--- src/rtl/core/pba_ram.sv ---
// Generic simple dual port RAM: one write port, one read port, registered read.
// No dependencies.
module pba_ram #(
  parameter int WIDTH = 8,
  parameter int DEPTH = 16,
  localparam int AW = $clog2(DEPTH)
) (
  input  logic             clk,
  input  logic             we,
  input  logic [AW-1:0]    waddr,
  input  logic [WIDTH-1:0] wdata,
  input  logic [AW-1:0]    raddr,
  output logic [WIDTH-1:0] rdata
);

  logic [WIDTH-1:0] mem [DEPTH];

  // Write port and registered read port.
  always_ff @(posedge clk) begin
    if (we) mem[waddr] <= wdata;
    rdata <= mem[raddr];
  end

endmodule
--- config.mk ---
export PLATFORM = sky130hd
export DESIGN_NAME = pba_ram
export DESIGN_NICKNAME = d
export VERILOG_FILES = /design/src/rtl/core/pba_ram.sv
export SDC_FILE = /design/constraint.sdc
export NUM_CORES = 1
export LEC_CHECK = 0
export BUFFER_PORTS_ARGS = -buffer_cell sky130_fd_sc_hd__clkbuf_2
export CAP_MARGIN = 15
export CORE_ASPECT_RATIO = 1.2
export CORE_MARGIN = 5
export CORE_UTILIZATION = 60
export CTS_BUF_LIST = sky130_fd_sc_hd__clkbuf_4 sky130_fd_sc_hd__clkbuf_8
export DETAILED_ROUTE_END_ITERATION = 6
export PLACE_DENSITY_LB_ADDON = 0.25
export SYNTH_ARGS = -nofsm -noshare
export SYNTH_HDL_FRONTEND = slang
export SYNTH_SLANG_ARGS = --single-unit
--- constraint.sdc ---
create_clock -name clk -period 2.4 [get_ports clk]
set_clock_uncertainty 0.1 [all_clocks]
set_input_delay 0.48 -clock clk [delete_from_list [all_inputs] [get_ports clk]]
set_output_delay 0.48 -clock clk [all_outputs]
set_load 0.01 [all_outputs]
### After elaboration in Yosys (flattened, before gate mapping)

Memory sizes are Yosys's and may differ from the RTL's. A register that Yosys moved wholly into a read port is not among the register bits.
Cells that the tools add are included.

* memories kept: 1
* bits in registers: 0
* output and inout bits: 8
* word-level logic and storage cells: 3
* RAM bits: 128
* bits of input ports: 18

Memory list
* mem: depth 16, width 8, read ports 1, clocked after Yosys merged registers in 1, wr ports 1, RTL line 16 `logic [WIDTH-1:0] mem [DEPTH];`

* muxes and demuxes: 2

Operator list (number)
* $mux W1: 2

### Logic depth before layout (Yosys ltp)

Gate-level depths: netlist of run 1.

* depth after elaboration: 2
* depth in mapped cells: 5
* depth with buffers taken out: 3

### Least setup slack after synthesis of run 1

No wires, ideal clock.

* path type: input-to-reg
* start: input waddr[2]
* end: memory mem[0][0], enable pin
* library setup time: 383 ps
* arrival: 1590 ps
* setup slack: 327 ps
* stages on the path: 2
* buffers on the path: 0
* required time: 1917 ps
* cells stage by stage: or3b_2 nor3_1

RTL lines
* start, declared: RTL line 10 `input logic [AW-1:0] waddr,`
* end, declared: RTL line 16

Straight into the memory's write port.

==> run summary, run 1 <==
The clock period minus worst slack is approximately 1.6 ns. The routed layout has roughly 2400 vias. STA classifies the critical path endpoint as a register.

The min-delay analysis places its worst path in the category input port to register. The number of clock buffers inserted by TritonCTS is 17. The H-tree depth came out at 4. The clock passes through at most 2 buffers. sky130_fd_sc_hd__edfxtp_1 is the most common cell in the netlist. The maximum clock frequency came out at 620 MHz.

The floorplan step set the die width to around 95 um. The number of global-route vias before repair is roughly 2500. After synthesis the netlist holds a flip-flop and latch count of around 140. The library cell with the largest summed area after synthesis is sky130_fd_sc_hd__edfxtp_1. The pin slew with the least headroom to its limit came out at around 0.61 ns. The clock latency reported for the late side of the worst-skew pair came out at 0.43 ns. Entering global routing, the biggest net connects 33 pins. The post-detailed-route DRC marker count is 0. Post-CTS timing repair inserted 0 buffers for setup. The maximum resistive drop on vdd is roughly 0.58 mV. The average wire length per cell after detail routing is about 22 um.

The slowest stage of the critical path belongs to the cell sky130_fd_sc_hd__mux4_1. The number of port buffers came out at 25. The final hold violation count was 0. The share of the yosys chip area belonging to registers is between 70 and 80%. The reported max-cap violation count is 0.

The total area inside the core boundary comes to 8470 um^2. The count of endpoints failing setup in the final report is 0. For this design, the CTS-stage hold fixing added 0 buffers. The clock-pin slew on the worst setup and hold paths is roughly 0.08 ns. The count of boundary I/O pins came out at 26.

The number of max-slew violations in the final report is 0. The total grt overflow came out at 0. For this run, the leading register cell type out of synthesis is sky130_fd_sc_hd__edfxtp_1. The highest cell delay on the worst timing path is 0.60 ns. The count of inserted antenna diode cells is 0. The net count of the finished layout is a little over 300. The count of flip-flops with a built-in enable after synthesis is around 130. In this run the clock root is driven by a sky130_fd_sc_hd__clkbuf_8. The finished layout holds just over 400 standard cells, fillers aside. The number of cell rows is 37. The signal on the critical path passes through clkbuf_2, buf_12, mux4_1, a22oi_1, nand2_1. The number of sinks driven by the clock tree is around 140. After clock tree synthesis, the repair step resized 0 gates.

The critical path is of the input port to register type. At the end of routability-driven placement, the weighted congestion stood at ~0.76. Sorting the synthesized cells by area gives the leading types as sky130_fd_sc_hd__edfxtp_1 75%, sky130_fd_sc_hd__mux4_2 7.9%, sky130_fd_sc_hd__mux4_1 7.1%. The top cell type by area accounts for 74.7% of the synthesized area. The cell count after synthesis came out at between 200 and 250. The overall fraction of global-route tracks in use is roughly 19%. The area of the die came out at approximately 11000 um^2. The initial standard-cell utilization of the core is between 60 and 70%. The endpoint arrival time on the critical path is 1.83 ns.

The iteration count of the initial detailed-routing pass came out at 4. The total power per unit cell area came out at approximately 830 nW/um^2. The worst slew margin relative to its limit is 59.2%. The floorplan die height is roughly 110 um.

In this run the worst path has a maximum fanout of 32. In the final layout, the share of cells above drive strength 1 is approximately a third. For this block, the routed nets add up to slightly above 9 mm of wire. For this run, the share of the core covered by cells in the final layout is 70.4%. The first global-routing pass estimated between 10 and 15 mm of wire. The number of distinct library cell variants in the gate-level netlist after synthesis came out at 19. The cell area that synthesis handed to floorplanning was slightly above 5000 um^2. The count of synthesis-stage warnings from yosys came out at 0. The TritonCTS clock tree is yes. Setup repair after global routing left no endpoint under its margin. In this run the static leakage power is 0.00204 uW.

The kind of launch point of the worst setup path is an input port. The flow ran to the end, and the final reports show no timing, DRC or antenna violations. The mean instance size in the synthesized netlist came out at 22.5 um^2. The count of nets left with antenna violations once routing finished came out at 0. From synthesis to final layout, the design area changed by 15.8%. In this run, placement finished with an instance count of ~380. The number of nets handed over by synthesis was 247.

The average via count per standard cell came out at between 5 and 6. Of all flip-flops after synthesis, the portion carrying an async set or reset was 0%. The filler cell count is between 500 and 600. The initial antenna violation count came out at 0. The post-route setup TNS is 0 ns.

For the worst setup path, the data required time is between 2 and 3 ns. The final critical path takes up around two thirds of the cycle. After synthesis, the most frequently instantiated cells are 128 x sky130_fd_sc_hd__edfxtp_1, 18 x sky130_fd_sc_hd__mux4_2, 16 x sky130_fd_sc_hd__a22oi_1. The post-DP HPWL came out at between 6 and 7 mm. The initial DRC count is about 230.
## path summary, 6_finish.rpt
check	end	slack [ns]	from	cells after the start
setup / recovery	rdata[3]$_DFF_P_	0.79	raddr[0]	5
hold / removal	mem[14][6]$_DFFE_PP_	0.37	wdata[6]	1
setup reg to reg	rdata[3]$_DFF_P_	0.92	mem[2][3]$_DFFE_PP_	3
hold reg to reg	rdata[3]$_DFF_P_	0.57	mem[14][3]$_DFFE_PP_	3
## registers in the layout, summed over array words and instances, names as in the netlist
register  count
rdata         8
mem         128
## cells by family after synthesis
logic type,count (synthesis),synth area share (%)
compound gates,16,2.33
mux,32,15.0
simple gates,35,3.18
buf+inv,10,1.68
flops,136,77.8
## where the power goes
group | total (uW) | internal (uW) | switching (uW)
Clock | 2040 | 1210 | 824
Sequential | 2670 | 2650 | 14.9
Combinational | 246 | 107 | 138
Total | 4950 | 3970 | 977
## metal layers
layer / vias to the layer above / global-route usage (%) / wire (um)
li1: 1079 / - / -
met1: 1196 / 25.6 / 3660
met2: 104 / 31.0 / 4750
met3: 14 / 4.39 / 496
met4: 0 / 8.47 / 164
met5: - / 0 / 0
## placed cells by master (no fill, tap or decap), types with 8 or more instances in the layout
master / n
sky130_fd_sc_hd__buf_4: 19
sky130_fd_sc_hd__clkbuf_2: 25
sky130_fd_sc_hd__mux4_1: 14
sky130_fd_sc_hd__edfxtp_1: 128
sky130_fd_sc_hd__nor2_1: 13
sky130_fd_sc_hd__nand2_1: 9
sky130_fd_sc_hd__clkbuf_8: 20
sky130_fd_sc_hd__a22oi_1: 16
sky130_fd_sc_hd__dfxtp_1: 8
sky130_fd_sc_hd__mux4_2: 18
## area by class of cell
type	instances	area, um^2	area share, %
Sequential cell	136	4000	67.1
Multi-Input combinational cell	83	1060	17.7
Timing Repair Buffer	46	308	5.16
Clock buffer	20	275	4.62
Clock inverter	12	173	2.90
Tap cell	117	146	2.45
## worst max-delay path, delay by kind of cell
family / cells / cell delay, ns
simple gates: 1 / 0.08
mux: 1 / 0.60
compound gates: 1 / 0.31
buf+inv: 2 / 0.35
## per-stage QoR
| step | instance area (um^2) | total power, uW | setup slack, ns | hold slack (ns) |
|---|---|---|---|---|
| 2_1_floorplan | 5150 | 2860 | 0.327 | 0.479 |
| 3_3_place_gp | 5520 | 2960 | 0.394 | 0.545 |
| 3_5_place_dp | 5520 | 2970 | 0.352 | 0.555 |
| 4_1_cts | 5960 | 4990 | 0.820 | 0.351 |
| 5_1_grt | 5960 | 5120 | 0.781 | 0.374 |
| 6_report | 5960 | 4950 | 0.787 | 0.371 |
No activity file was read; power rests on OpenSTA's default activity.
==> run 2, diff against run 1 <==
==> constraint.sdc (replaced) <==
create_clock -name clk -period 1.5 [get_ports clk]
set_clock_uncertainty 0.1 [all_clocks]
set_input_delay 0.3 -clock clk [delete_from_list [all_inputs] [get_ports clk]]
set_output_delay 0.3 -clock clk [all_outputs]
set_load 0.01 [all_outputs]
==> run 2 against run 1 <==
- die area unchanged
- largest cell class unchanged
- largest power group unchanged
- clock power grew 49%
- register-to-register slack got worse by 0.85 ns
==> run summary, run 2 (synthesis results as in run 1) <==
The routed layout has about 2500 vias. The number of max-slew violations in the final report came to 0. The register with the most flip-flops in the layout has approximately 130 of them. The endpoint arrival time on the critical path came out at 1.64 ns.

At the later pin of the worst-skew pair, clock insertion delay measures 0.43 ns. The pin slew with the least headroom to its limit is between 0.7 and 0.8 ns. The final worst-path cycle share is between 90% and 100%. The total power per unit cell area is about 1300 nW/um^2. Port buffering added 25 buffers. The last weighted congestion value of the routability-driven placer came out at 0.718. TritonCTS built the clock tree.

0 antenna diodes ended up in the layout. The signal on the critical path passes through mux4_2, a22oi_1, nand2_1. Clock tree synthesis found a total of about 140 sinks. The wire-length estimate of the detail-placed layout is 6.32 mm. The buffer count from post-CTS setup fixing came out at 0.

The first-pass GRT wire length is roughly 15 mm. Setup repair after global routing left no endpoint under its margin. The most common cell after layout, fill and taps aside is sky130_fd_sc_hd__edfxtp_1.

The clock period minus worst slack is ~1.4 ns. The number of routed nets with antenna violations came out at 0. Headroom to the max-slew limit came out at 50.0%. The count of boundary I/O pins came out at 26. The post-layout instance area is ~6100 um^2. The core utilization of the finished layout is 72.1%. The final hold violation count was 0. CTS built an H-tree with a depth of 4. The reported max-cap violation count came out at 0. The top cell types in the final layout, fill and taps aside, are 128 x sky130_fd_sc_hd__edfxtp_1, 29 x sky130_fd_sc_hd__buf_4, 25 x sky130_fd_sc_hd__clkbuf_2. The total grt overflow is 0. Wires add up to between 9 and 10 mm. The maximum clock frequency came out at roughly 700 MHz.

The setup slack after placement came out at -0.270 ns. The buffering stage count on the worst path with inverters included is 0. The number of clock buffers inserted by TritonCTS is 17.

At the worst endpoint, the required time is 1.71 ns. The number of global-route vias before repair is about 2700. For this run, the post-layout net count is between 300 and 400. The type of destination of the critical path is a register. More flip-flops sit in one register than any other, and that register is mem. The die span in x came out at approximately 95 um. The tree is rooted in a sky130_fd_sc_hd__clkbuf_8. The number of standard cells in the final layout excluding fillers is approximately 430. The post-placement cell count came out at between 300 and 400. The clock-pin slew on the worst setup and hold paths came out at 0.07 ns.

The initial antenna violation count was 0. The path class of the tightest hold or removal check is input port to register. Entering global routing, the biggest net connects 19 pins. STA classifies the critical path startpoint as a register. The total placed instance area came out at 5690 um^2. The reported leakage power is between 0.002 and 0.0025 uW. The run finished with clean final reports. The iteration count of the initial detailed-routing pass came out at 5. The initial standard-cell utilization of the core came out at 60.8%. The highest cell delay on the worst timing path is 0.47 ns. The region available for standard cell placement spans approximately 8500 um^2. The count of endpoints failing setup in the final report is 0.

The average wire length per cell after detail routing is 21.7 um. The die covers about 11000 um^2. The worst setup path is of the register to register kind. The maximum resistive drop on vdd came out at a little over 0.7 mV. The layout overhead on the synthesized area came out at 18.6%. The number of cell rows came out at 37. The floorplan die height came out at about 110 um.

The standard cell with the maximum stage delay on the critical path is sky130_fd_sc_hd__mux4_2. The design draws 7730 uW. The highest net fanout along the worst path came out at 1. The fraction of layout instances using a drive strength above 1 is around 38%. The worst path setup slack after routing is between 0.06 and 0.07 ns. In this run, the number of DRC markers left after iteration 0 of detailed routing was around 230. In this design, the largest share of critical-path delay is due to multiplexers. The post-detailed-route DRC marker count came out at 0. The largest registers in the layout are mem x128, rdata x8. The maximum buffer depth of the clock tree came out at 2. Across every metal layer, demand over resource in global routing totals around 20%.

The average via count per standard cell is around 5.7.
run 2: final timing paths:
path,start,to,slack (ns),depth (start not counted)
worst min register to register,mem[15][1]$_DFFE_PP_,rdata[1]$_DFF_P_,0.57,3
worst min-delay path,wdata[0],mem[12][0]$_DFFE_PP_,0.20,1
worst max register to register,mem[0][7]$_DFFE_PP_,rdata[7]$_DFF_P_,0.07,3
worst max-delay path,mem[0][7]$_DFFE_PP_,rdata[7]$_DFF_P_,0.07,3
run 2: worst reg2reg max path, delay by kind of cell, from the launching register on:
family | cells | cell delay, ns
muxes | 1 | 0.47
DFF | 1 | 0.37
and+or+nand+nor | 1 | 0.08
AOI/OAI and AO/OA | 1 | 0.30
run 2: repair_timing:
item,in CTS,in global routing
endpoints found under the setup margin,0,1
resized for setup,0,1
hold buffers,0,0
run 2: per-stage QoR:
stage / hold WS (ns) / setup TNS (ns)
floorplan: 0.299 / -0.277
global placement: 0.554 / -3.23
detailed placement: 0.554 / -5.36
CTS: 0.168 / 0
global route: 0.194 / 0
finish: 0.196 / 0
run 2: cell type report:
cell class,instances,area (um^2)
Fill cell,506,2370
Tap cell,117,146
Timing Repair Buffer,59,443
Clock inverter,10,124
Clock buffer,22,290
Multi-Input combinational cell,83,1100
Sequential cell,136,4000
run 2: where the power goes:
part           total (uW)  leakage [uW]  internal (uW)  switching [uW]
registers            4270       0.00122           4250            26.9
logic                 429      0.000684            199             230
clock network        3030      0.000220           1790            1240
total                7730       0.00213           6240            1490
run 2: metal layers:
metal | routed length [um] | GRT usage, % | vias up
li1 | - | - | 1112
met3 | 480 | 5.54 | 11
met1 | 3740 | 25.8 | 1241
met5 | 0 | 0 | -
met2 | 4960 | 33.0 | 87
met4 | 103 | 7.70 | 0
